==> src/rtl/rmh_pkg.sv <==
// rmh_pkg: widths, limits, register codes and shared types of the row mode histogram.
// No dependencies; every other file of the block but rmh_ram imports this package.
`timescale 1ns / 1ps

package rmh_pkg;

	localparam int SAMPLE_W    = 8;
	localparam int BIN_COUNT   = 256;
	localparam int CNT_W       = 11;
	localparam int POS_W       = 10;
	localparam int ROW_W       = 8;
	localparam int LEN_W       = 11;
	localparam int ROWS_W      = 9;
	localparam int MAX_ROW_LEN = 1024;
	localparam int MAX_ROWS    = 256;
	localparam int APB_AW      = 3;
	localparam int APB_DW      = 32;

	localparam logic [LEN_W-1:0]  ROW_LENGTH_RST = LEN_W'(256);
	localparam logic [ROWS_W-1:0] ROW_COUNT_RST  = ROWS_W'(16);

	typedef enum logic {
		REG_ROW_LENGTH = 1'b0,
		REG_ROW_COUNT  = 1'b1
	} rmh_reg_t;

	typedef struct packed {
		logic [LEN_W-1:0]  row_length;
		logic [ROWS_W-1:0] row_count;
	} rmh_cfg_t;

	typedef struct packed {
		logic                push;
		logic [SAMPLE_W-1:0] mode_value;
		logic [ROW_W-1:0]    row_index;
		logic                last_row;
	} rmh_row_t;

endpackage

==> src/rtl/rmh_sample_if.sv <==
// rmh_sample_if: valid/ready channel that carries one pixel sample per item.
// Depends on rmh_pkg for the sample width.
`timescale 1ns / 1ps

interface rmh_sample_if import rmh_pkg::*; ();
	logic                valid;
	logic                ready;
	logic [SAMPLE_W-1:0] sample;

	modport source (output valid, output sample, input ready);
	modport sink (input valid, input sample, output ready);
endinterface

==> src/rtl/rmh_result_if.sv <==
// rmh_result_if: valid/ready channel that carries one row result per item.
// Depends on rmh_pkg for the field widths.
`timescale 1ns / 1ps

interface rmh_result_if import rmh_pkg::*; ();
	logic                valid;
	logic                ready;
	logic [SAMPLE_W-1:0] mode_value;
	logic [ROW_W-1:0]    row_index;
	logic                last_row;

	modport source (output valid, output mode_value, output row_index, output last_row,
		input ready);
	modport sink (input valid, input mode_value, input row_index, input last_row,
		output ready);
endinterface

==> src/rtl/rmh_ram.sv <==
// rmh_ram: generic single-write, single-read RAM with registered read data.
// Standalone; read returns the contents before a same-cycle write.
`timescale 1ns / 1ps

module rmh_ram #(
	parameter int WIDTH = 8,
	parameter int DEPTH = 256
) (
	input  logic                     clk,
	input  logic                     wr_en,
	input  logic [$clog2(DEPTH)-1:0] wr_addr,
	input  logic [WIDTH-1:0]         wr_data,
	input  logic                     rd_en,
	input  logic [$clog2(DEPTH)-1:0] rd_addr,
	output logic [WIDTH-1:0]         rd_data
);

	logic [WIDTH-1:0] mem [DEPTH];

	always_ff @(posedge clk) begin
		if (wr_en) begin
			mem[wr_addr] <= wr_data;
		end
		if (rd_en) begin
			rd_data <= mem[rd_addr];
		end
	end

endmodule

==> src/rtl/rmh_regs.sv <==
// rmh_regs: APB register file for row length and row count, with limit clamping.
// Depends on rmh_pkg.
`timescale 1ns / 1ps

module rmh_regs import rmh_pkg::*; (
	input  logic              clk,
	input  logic              arst_n,
	input  logic              psel,
	input  logic              penable,
	input  logic              pwrite,
	input  logic [APB_AW-1:0] paddr,
	input  logic [APB_DW-1:0] pwdata,
	output logic [APB_DW-1:0] prdata,
	output logic              pready,
	output rmh_cfg_t          cfg
);

	logic [LEN_W-1:0]  row_length_q;
	logic [ROWS_W-1:0] row_count_q;
	logic              wr;
	rmh_reg_t          idx;

	assign pready = 1'b1;
	assign wr     = psel & penable & pwrite & pready;
	assign idx    = rmh_reg_t'(paddr[2]);

	always_ff @(posedge clk or negedge arst_n) begin
		if (!arst_n) begin
			row_length_q <= ROW_LENGTH_RST;
			row_count_q  <= ROW_COUNT_RST;
		end else if (wr) begin
			case (idx)
				REG_ROW_LENGTH: row_length_q <= pwdata[LEN_W-1:0];
				REG_ROW_COUNT:  row_count_q  <= pwdata[ROWS_W-1:0];
				default: ;
			endcase
		end
	end

	always_comb begin
		case (idx)
			REG_ROW_LENGTH: prdata = APB_DW'(row_length_q);
			REG_ROW_COUNT:  prdata = APB_DW'(row_count_q);
			default:        prdata = '0;
		endcase
	end

	// zero acts as one, oversize saturates
	always_comb begin
		if (row_length_q == '0) begin
			cfg.row_length = LEN_W'(1);
		end else if (row_length_q > LEN_W'(MAX_ROW_LEN)) begin
			cfg.row_length = LEN_W'(MAX_ROW_LEN);
		end else begin
			cfg.row_length = row_length_q;
		end
		if (row_count_q == '0) begin
			cfg.row_count = ROWS_W'(1);
		end else if (row_count_q > ROWS_W'(MAX_ROWS)) begin
			cfg.row_count = ROWS_W'(MAX_ROWS);
		end else begin
			cfg.row_count = row_count_q;
		end
	end

endmodule

==> src/rtl/rmh_hist.sv <==
// rmh_hist: per-row histogram in RAM with valid bits, write forwarding and mode tracking.
// Depends on rmh_pkg, rmh_sample_if and rmh_ram.
`timescale 1ns / 1ps

module rmh_hist import rmh_pkg::*; (
	input  logic          clk,
	input  logic          arst_n,
	rmh_sample_if.sink    smp,
	input  rmh_cfg_t      cfg,
	input  logic          hold,
	output rmh_row_t      row
);

	logic                 vld_s1;
	logic [SAMPLE_W-1:0]  sample_s1;
	logic [CNT_W-1:0]     ram_rd;
	logic [BIN_COUNT-1:0] bin_vld_q;
	logic                 fwd_vld_q;
	logic [SAMPLE_W-1:0]  fwd_addr_q;
	logic [CNT_W-1:0]     fwd_cnt_q;
	logic [CNT_W-1:0]     best_cnt_q;
	logic [SAMPLE_W-1:0]  best_val_q;
	logic [POS_W-1:0]     pix_q;
	logic [ROW_W-1:0]     row_q;

	logic                 accept;
	logic                 adv;
	logic [CNT_W-1:0]     cnt_old;
	logic [CNT_W-1:0]     cnt_new;
	logic                 take;
	logic [CNT_W-1:0]     best_cnt_nx;
	logic [SAMPLE_W-1:0]  best_val_nx;
	logic                 row_end;
	logic                 last;

	assign accept = smp.valid & smp.ready;

	rmh_ram #(
		.WIDTH (CNT_W),
		.DEPTH (BIN_COUNT)
	) u_bins (
		.clk     (clk),
		.wr_en   (adv),
		.wr_addr (sample_s1),
		.wr_data (cnt_new),
		.rd_en   (accept),
		.rd_addr (smp.sample),
		.rd_data (ram_rd)
	);

	always_comb begin
		if (fwd_vld_q && fwd_addr_q == sample_s1) begin
			cnt_old = fwd_cnt_q;
		end else if (bin_vld_q[sample_s1]) begin
			cnt_old = ram_rd;
		end else begin
			cnt_old = '0;
		end
		cnt_new     = cnt_old + CNT_W'(1);
		take        = (cnt_new > best_cnt_q) ||
			(cnt_new == best_cnt_q && sample_s1 < best_val_q);
		best_cnt_nx = take ? cnt_new : best_cnt_q;
		best_val_nx = take ? sample_s1 : best_val_q;
		row_end     = ({1'b0, pix_q} + LEN_W'(1)) >= cfg.row_length;
		last        = ({1'b0, row_q} + ROWS_W'(1)) >= cfg.row_count;
		adv         = vld_s1 && !(row_end && hold);
		smp.ready   = !vld_s1 || adv;
	end

	assign row.push       = adv && row_end;
	assign row.mode_value = best_val_nx;
	assign row.row_index  = row_q;
	assign row.last_row   = last;

	always_ff @(posedge clk or negedge arst_n) begin
		if (!arst_n) begin
			vld_s1 <= 1'b0;
		end else if (accept) begin
			vld_s1 <= 1'b1;
		end else if (adv) begin
			vld_s1 <= 1'b0;
		end
	end

	always_ff @(posedge clk) begin
		if (accept) begin
			sample_s1 <= smp.sample;
		end
		if (adv) begin
			fwd_addr_q <= sample_s1;
			fwd_cnt_q  <= cnt_new;
		end
	end

	// on the row's last pixel clear the whole row at once, else mark the bin and track the mode
	always_ff @(posedge clk or negedge arst_n) begin
		if (!arst_n) begin
			bin_vld_q  <= '0;
			fwd_vld_q  <= 1'b0;
			best_cnt_q <= '0;
			best_val_q <= '0;
			pix_q      <= '0;
			row_q      <= '0;
		end else if (adv) begin
			if (row_end) begin
				bin_vld_q  <= '0;
				fwd_vld_q  <= 1'b0;
				best_cnt_q <= '0;
				best_val_q <= '0;
				pix_q      <= '0;
				row_q      <= last ? '0 : row_q + ROW_W'(1);
			end else begin
				bin_vld_q[sample_s1] <= 1'b1;
				fwd_vld_q            <= 1'b1;
				best_cnt_q           <= best_cnt_nx;
				best_val_q           <= best_val_nx;
				pix_q                <= pix_q + POS_W'(1);
			end
		end
	end

endmodule

==> src/rtl/row_mode_histogram.sv <==
// row_mode_histogram: top level; per-row mode of an 8-bit pixel stream.
// Depends on rmh_pkg, rmh_sample_if, rmh_result_if, rmh_regs and rmh_hist.
//
//   channel   direction  fields                                  handshake
//   samples   in         sample[7:0]                             valid/ready
//   results   out        mode_value[7:0] row_index[7:0] last_row valid/ready
//   apb       in/out     row_length @0x0, row_count @0x4         psel/penable
//
// One sample per cycle sustained unless a held result stalls the pipeline; a row's
// result is registered after its last sample is taken (histogram RAM read on the
// taking edge, then update into the result register).
// Reset clears the bin valid bits, mode tracker and positions at once; no sweep.
// A held result stalls the pipeline only when the next row end reaches it.
`timescale 1ns / 1ps

module row_mode_histogram import rmh_pkg::*; (
	input  logic              clk,
	input  logic              arst_n,
	input  logic              psel,
	input  logic              penable,
	input  logic              pwrite,
	input  logic [APB_AW-1:0] paddr,
	input  logic [APB_DW-1:0] pwdata,
	output logic [APB_DW-1:0] prdata,
	output logic              pready,
	rmh_sample_if.sink        samples,
	rmh_result_if.source      results
);

	rmh_cfg_t            cfg;
	rmh_row_t            row;
	logic                hold;
	logic                res_vld_q;
	logic [SAMPLE_W-1:0] mode_q;
	logic [ROW_W-1:0]    index_q;
	logic                last_q;

	rmh_regs u_regs (
		.clk     (clk),
		.arst_n  (arst_n),
		.psel    (psel),
		.penable (penable),
		.pwrite  (pwrite),
		.paddr   (paddr),
		.pwdata  (pwdata),
		.prdata  (prdata),
		.pready  (pready),
		.cfg     (cfg)
	);

	rmh_hist u_hist (
		.clk    (clk),
		.arst_n (arst_n),
		.smp    (samples),
		.cfg    (cfg),
		.hold   (hold),
		.row    (row)
	);

	assign hold = res_vld_q && !results.ready;

	always_ff @(posedge clk or negedge arst_n) begin
		if (!arst_n) begin
			res_vld_q <= 1'b0;
		end else if (row.push) begin
			res_vld_q <= 1'b1;
		end else if (results.ready) begin
			res_vld_q <= 1'b0;
		end
	end

	always_ff @(posedge clk) begin
		if (row.push) begin
			mode_q  <= row.mode_value;
			index_q <= row.row_index;
			last_q  <= row.last_row;
		end
	end

	assign results.valid      = res_vld_q;
	assign results.mode_value = mode_q;
	assign results.row_index  = index_q;
	assign results.last_row   = last_q;

endmodule

==> src/flat_wrapper.sv <==
// flat-port wrapper written by rule: the top's interface ports become plain ports
module row_mode_histogram_flat import rmh_pkg::*;
  (clk, arst_n, psel, penable, pwrite, paddr, pwdata, prdata, pready, samples_valid, samples_sample, samples_ready, results_valid, results_mode_value, results_row_index, results_last_row, results_ready);
  rmh_sample_if samples_i ();
  rmh_result_if results_i ();
  input  logic clk;
  input  logic arst_n;
  input  logic psel;
  input  logic penable;
  input  logic pwrite;
  input  logic [APB_AW-1:0] paddr;
  input  logic [APB_DW-1:0] pwdata;
  output logic [APB_DW-1:0] prdata;
  output logic pready;
  input wire logic [$bits(samples_i.valid)-1:0] samples_valid;
  input wire logic [$bits(samples_i.sample)-1:0] samples_sample;
  output wire logic [$bits(samples_i.ready)-1:0] samples_ready;
  output wire logic [$bits(results_i.valid)-1:0] results_valid;
  output wire logic [$bits(results_i.mode_value)-1:0] results_mode_value;
  output wire logic [$bits(results_i.row_index)-1:0] results_row_index;
  output wire logic [$bits(results_i.last_row)-1:0] results_last_row;
  input wire logic [$bits(results_i.ready)-1:0] results_ready;
  assign samples_i.valid = samples_valid;
  assign samples_i.sample = samples_sample;
  assign samples_ready = samples_i.ready;
  assign results_valid = results_i.valid;
  assign results_mode_value = results_i.mode_value;
  assign results_row_index = results_i.row_index;
  assign results_last_row = results_i.last_row;
  assign results_i.ready = results_ready;
  row_mode_histogram u_core (.clk(clk), .arst_n(arst_n), .psel(psel), .penable(penable), .pwrite(pwrite), .paddr(paddr), .pwdata(pwdata), .prdata(prdata), .pready(pready), .samples(samples_i), .results(results_i));
endmodule
==> config.mk <==
export PLATFORM = sky130hd
export DESIGN_NAME = row_mode_histogram_flat
export DESIGN_NICKNAME = d
export VERILOG_FILES = /design/src/rtl/rmh_pkg.sv /design/src/rtl/rmh_sample_if.sv /design/src/rtl/rmh_result_if.sv /design/src/rtl/rmh_ram.sv /design/src/rtl/rmh_regs.sv /design/src/rtl/rmh_hist.sv /design/src/rtl/row_mode_histogram.sv /design/src/flat_wrapper.sv
export SDC_FILE = /design/constraint.sdc
export NUM_CORES = 2
export LEC_CHECK = 0
export BUFFER_PORTS_ARGS = -buffer_cell sky130_fd_sc_hd__buf_2
export CAP_MARGIN = 15
export CORE_MARGIN = 2
export CORE_UTILIZATION = 39
export CTS_CLUSTER_DIAMETER = 30
export DETAILED_ROUTE_END_ITERATION = 12
export PLACE_DENSITY = 0.65
export SYNTH_ARGS = -nofsm -noshare
export SYNTH_HDL_FRONTEND = slang
export SYNTH_SLANG_ARGS = --single-unit
==> constraint.sdc <==
create_clock -name clk -period 36.6 [get_ports clk]
set_clock_uncertainty 0.15 [all_clocks]
set_input_delay 7.32 -clock clk [delete_from_list [all_inputs] [get_ports clk]]
set_output_delay 7.32 -clock clk [all_outputs]
set_load 0.02 [all_outputs]
---- Yosys cells after proc, flatten, opt, wreduce, memory -nomap -nowiden ----
Memories as Yosys holds them, arrays and structs flattened. A register that Yosys moved wholly into a read port is not among the register bits.
Index checks and enable logic that the tools add are counted.
word-level totals
  bits in registers ....................... 360
  bits in writable memories ............... 2,816
  input bits .............................. 50
  memories ................................ 1
operators by class
  add/subtract/negate cells ............... 5
  magnitude comparators ................... 8
  equality and inequality tests ........... 2
  mux-type cells .......................... 25
  bitwise operators ....................... 5
  reduce and logical (&&, ||, !) cells .... 21
memory list
  name                      words  width  read ports  clocked after Yosys merged registers in  wr ports  RTL line       text
  u_core.u_hist.u_bins.mem  256    11     1           1                                        1         rmh_ram.sv:18  logic [WIDTH-1:0] mem [DEPTH];
operators by type and width
  kind                                                                           number
  256-bit two-way mux                                                            1
  256-bit bitwise OR                                                             1
  11-bit two-way mux                                                             6
  32-bit one-hot mux with 2 select lines                                         1
  8-bit two-way mux                                                              3
  9-bit two-way mux                                                              2
  10-bit by 1-bit adder with 11-bit output (second input constant)               1
  11-bit by 1-bit adder with 11-bit output (second input constant)               1
  11-bit equality test                                                           1
  11-bit greater-or-equal comparator                                             1
  11-bit greater-than comparator                                                 1
  11-bit greater-than comparator (second input constant)                         1
  11-bit logical NOT                                                             1
  10-bit by 1-bit adder with 10-bit output (second input constant)               1
  10-bit two-way mux                                                             1
  8-bit by 1-bit adder with 9-bit output (second input constant)                 1
  9-bit greater-or-equal comparator                                              1
  9-bit greater-than comparator (second input constant)                          1
  9-bit logical NOT                                                              1
  8-bit by 9-bit less-than comparator with 1-bit output (second input constant)  1
  1-bit two-way mux                                                              9
  8-bit by 1-bit adder with 8-bit output (second input constant)                 1
  1-bit binary-select mux with 8-bit select                                      1
  1-bit demux with 8-bit select                                                  1
  10 further kinds                                                               26

---- Depth between registers and ports, before layout ----
  word-level depth ........................ 10
  mapped depth ............................ 33

---- Hierarchy ----
A second synthesis with hierarchy kept.
unflattened totals
  cell total of the unflattened synthesis .. 6,649
  area, all modules ....................... 126,204.8 µm²
by module, submodules not included
  module              instances  cells each  area each (µm²)  seq. area each (µm²)
  rmh_ram             1          4,999       108,823.1        84,891.4
  rmh_hist            1          1,520       15,549.9         8,192.9
  rmh_regs            1          110         1,276.2          503.0
  row_mode_histogram  1          20          555.5            535.5

---- Least setup slack after synthesis ----
Ideal clock, no wire load.
  path type ............................... register to register
  start ................................... reg u_core.u_hist.sample_s1[0]
  end ..................................... reg u_core.u_hist.best_cnt_q[9]
  library setup time ...................... 0.108 ns
  data arrival time ....................... 20.449 ns
  required time ........................... 36.342 ns
  path slack .............................. 15.893 ns
  stages on the path, launching flop included .. 28
  path buffers ............................ 4
  period minus slack after synthesis ...... 20.707 ns
  cell sequence ........................... edfxtp_1 -> buf_4 -> buf_6 -> mux4_2 -> mux4_2 -> o22ai_1 -> nor3_1 -> a211oi_2 -> a211oi_2 -> a21oi_4 -> buf_6 -> nor2b_1 -> a21oi_1 -> inv_1 -> ha_1 -> and2_1 -> a21bo_1 -> o21ai_2 -> o211ai_2 -> xor2_1 -> ha_1 -> nand2_1 -> a221oi_1 -> a2111oi_0 -> a21oi_1 -> a21oi_1 -> clkbuf_1 -> a22o_1
between the ends
  cells in the longest elaborated chain, start to end .. 10
RTL lines
  item                                                                                               RTL line         text
  from (decl)                                                                                        rmh_hist.sv:15   logic [SAMPLE_W-1:0] sample_s1;
  from (signal assigned)                                                                             rmh_hist.sv:87   sample_s1 <= smp.sample;
  parallel branches: the longest is 10 deep, another holds 11-bit by 1-bit adder with 11-bit output  --
  to (signal assigned)                                                                               rmh_hist.sv:115  best_cnt_q <= best_cnt_nx;
  to (decl)                                                                                          rmh_hist.sv:21   logic [CNT_W-1:0] best_cnt_q;
Several ways; the timed one is not identified. The select of a mux whose other input is x is not followed.
A chain may end at the register's enable or synchronous reset.

---- Worst setup path in the final report ----
  start ................................... in paddr[2]
  end ..................................... out prdata[6]
between the ends
  cells in the longest elaborated chain, start to end .. 2
RTL lines
  item                                        RTL line            text
  from (decl)                                 flat_wrapper.sv:11  input logic [APB_AW-1:0] paddr;
  1-bit NOT (no source line)                  --
  32-bit one-hot mux with 2 select lines (*)  rmh_regs.sv:41      case (idx)
  to (decl)                                   flat_wrapper.sv:13  output logic [APB_DW-1:0] prdata;
Mark *: on every way between the ends. The rest lies on a longest branch, timed or not. The select of a mux whose other input is x is not followed.

==> metrics <==
crit-path max FO 14; worst setup path category in -> out; worst path required time 29,130 ps; number of synthesized flops with an enable pin 2,871; reg-to-reg startpoint u_core.u_hist.sample_s1[2]; fin crit period 15,580 ps; cell mode on critical path buf_2; crit-path max cell delay 370 ps; Avg Cell Area, Syn 22.03 um^2; detailed-route DRC error count 0; TritonCTS clock tree yes; Max Freq 64.20 MHz; Synth Register Bits 3,187; IO Port Bufs 56; Area Overhead vs Synth 22.32%; total number of vias 62,446; Critical path buffers and inverters 2; Antenna Nets Post-Route 0; clock transition at the registers of the reported paths 50 ps; ranking of synthesized cells by area edfxtp_1 69%, mux4_2 17%, dfrtp_1 6.3%; Hold WS 334.8 ps; crit-path cells buf_2, mux2_2, buf_2; Post-CTS Setup Repair Bufs 0; CTS buffer count 575; Clock Sinks 3,187; Routed WL 313,000 um; synth unique cells 61; crit share post-route 0.4256; mapped cell area 124,900 um^2; VDD IR max 0.04225 mV; top cell type's share of synthesized area 0.6902; post_cts resized 0; most frequent cells in the layout 2,871 x edfxtp_1, 963 x mux4_2, 582 x clkbuf_16; initial antenna violation count 10; worst slew pin tran 1353 ps; max-slew violations 0; Post-Synthesis Cells 5,669; CP endpoint kind primary output; HP Start u_core.u_hist.bin_vld_q[215]; Pre-antenna DRT Iters 6; Die Y 569.9 um; register area 94,120 um^2; Crit. Startpoint paddr[2]; H-tree depth 6; Pwr Density 68.60 nW/um^2; max_cap viols 0; global-route wire length before repair 452,900 um; CP startpoint kind input pin; Slew headroom 0.09809; Fillers 24,973; Seq/Total Area, Yosys 0.7536; routability congestion estimate 0.8336; Synth Flop Type edfxtp_1; vias per inst 5.704; Iter 0 DRT Violations 7,596; top cell type by total area after synthesis edfxtp_1; Root Driver clkbuf_16; P_leak 51.21 nW; Slowest-stage cell, CP mux2_2; die area 324,800 um^2; GRT Overall Usage 0.1908; CP top delay family buffers and inverters; Clock Latency Late Sink 940 ps; commonest non-fill, non-tap cell in the layout edfxtp_1; Worst Path Arrival 8110 ps; vias in the first global route 64,283; Hold Path Class reg -> reg; hold_buf cts 0; synth warn 0; WL/cell 28.59 um; largest net degree at the start of global routing 259; RSZ-0062 raised after global routing false; post-DP HPWL 180,200 um; Final Hold Viols 0; Max Root-Sink Buffers 4; Ports 102; asr flop ratio synth 0.09915; placeable core area 318,300 um^2; Setup TNS 0 ps; area of the multi-input gates 30,320 um^2; Die W 569.9 um; Site Rows 207; Initial Utilization 0.3924; total grt overflow 0; layout cells sized above 1 0.3719; # nets final 6,376; final setup fails 0; status finished, final reports clean
## worst paths after layout
kind | to | slack (ps) | depth (start not counted)
max in group asynchronous | u_core.u_hist.bin_vld_q[78] | 28190 | 2
min in group asynchronous | u_core.results.valid | 6320 | 1
worst min register to register | u_core.u_hist.bin_vld_q[215] | 330 | 1
worst min-delay path | u_core.u_hist.bin_vld_q[215] | 330 | 1
worst max-delay path | prdata[6] | 21020 | 3
worst max register to register | u_core.results.mode_value[5] | 28030 | 24
## stage by stage
step	util	cell area, um^2	total power [mW]	cells	setup slack (ps)
6_report	0.4800	152800	10.48	10947	21020
5_1_grt	0.4799	152800	10.78	10940	20960
4_1_cts	0.4780	152100	10.54	10881	21020
3_5_place_dp	0.4155	132200	5.161	9831	21030
3_3_place_gp	0.4149	132100	5.123	9813	21030
2_1_floorplan	-	125000	4.875	5689	15890
## layout make-up
| class | count | area share |
|---|---|---|
| flip-flops and latches | 3187 | 0.6161 |
| multi-input cells | 2117 | 0.1984 |
| clock buffers | 672 | 0.09845 |
| well taps | 4180 | 0.03423 |
| clock inverters | 378 | 0.03179 |
| repair buffers | 374 | 0.02012 |
| inverters | 30 | 0.0007371 |
| diodes | 9 | 0.0001474 |
## registers in the layout (all words and copies together), names as in the netlist, 8 cells and up
| signal | count |
|---|---|
| u_core.u_hist.u_bins.mem | 2816 |
| u_core.u_hist.bin_vld_q | 256 |
| u_core.u_hist.best_cnt_q | 11 |
| u_core.u_hist.fwd_cnt_q | 11 |
| u_core.u_hist.u_bins.rd_data | 11 |
| u_core.u_regs.row_length_q | 11 |
| u_core.u_hist.pix_q | 10 |
| u_core.u_regs.row_count_q | 9 |
| u_core.results.mode_value | 8 |
| u_core.results.row_index | 8 |
| u_core.u_hist.best_val_q | 8 |
| u_core.u_hist.fwd_addr_q | 8 |
| u_core.u_hist.row_q | 8 |
| u_core.u_hist.sample_s1 | 8 |
## power breakdown
group / internal, mW / total [mW] / switching, mW / leakage, nW
registers: 4.20 / 4.27 / 0.0746 / 30.6
clock network: 3.55 / 5.38 / 1.84 / 9.57
logic: 0.294 / 0.825 / 0.531 / 11.1
## logic make-up (layout without fill, tap and decap cells)
logic type,after synthesis,count (layout),share of synthesized area
AO/OA/AOI/OAI,416,416,0.02424
XOR/XNOR,27,27,0.001893
adder cells (fa/ha/maj),41,41,0.004107
buffers and inverters,385,1454,0.01268
flip-flops,3187,3187,0.7536
multiplexers,1077,1077,0.1831
other,2,31,0.00006013
AND/OR/NAND/NOR,534,534,0.02034
## per-layer routing
metal  vias to the layer above  track usage  share of wire
met2                      2866       0.3084           0.49
met1                     33772       0.2581           0.40
met5                         -            0              0
li1                      25279            -              -
met3                       529      0.03814          0.078
met4                         0      0.06714          0.034
## cell usage after synthesis (2+ instances only)
library cell,count
nor3_1,197
nor2_1,91
clkinv_1,2
nor4_1,4
a32o_1,2
buf_6,4
dfstp_2,2
a22o_1,17
o21ai_1,9
and3_1,8
inv_1,28
or2_2,3
nand2b_1,19
o21a_1,257
xnor2_1,18
o21ai_0,28
nand3_1,46
dfrtp_1,314
nand4_1,8
mux4_2,963
a211oi_2,2
and2_1,6
buf_2,15
conb_1,2
edfxtp_1,2871
ha_1,41
nor2b_1,25
clkbuf_1,256
mux2_2,33
o21ai_2,3
o22ai_1,6
a21o_1,13
a2111oi_0,2
a22oi_1,36
a21oi_1,29
buf_1,56
xor2_1,9
mux2i_1,81
nand2_1,118
buf_4,24
## worst register-to-register path: stages (launching register included)
cell and delay [ps]:
edfxtp_1 350, buf_4 470, nor2b_4 640, buf_4 500, a22oi_1 190, a21oi_1 500
nor3_1 250, nor2_1 140, nand3_1 140, a21oi_4 550, nor2b_1 160, a21oi_4 160
inv_1 110, ha_4 940, ha_1 430, nor2b_1 130, o21ai_0 150, nand2b_1 80
a21oi_1 140, nor2b_1 60, o21ai_0 170, a221oi_1 110, a2111oi_0 460, a21oi_2 240
o21ai_0 930
No activity file was read; power rests on OpenSTA's default activity.
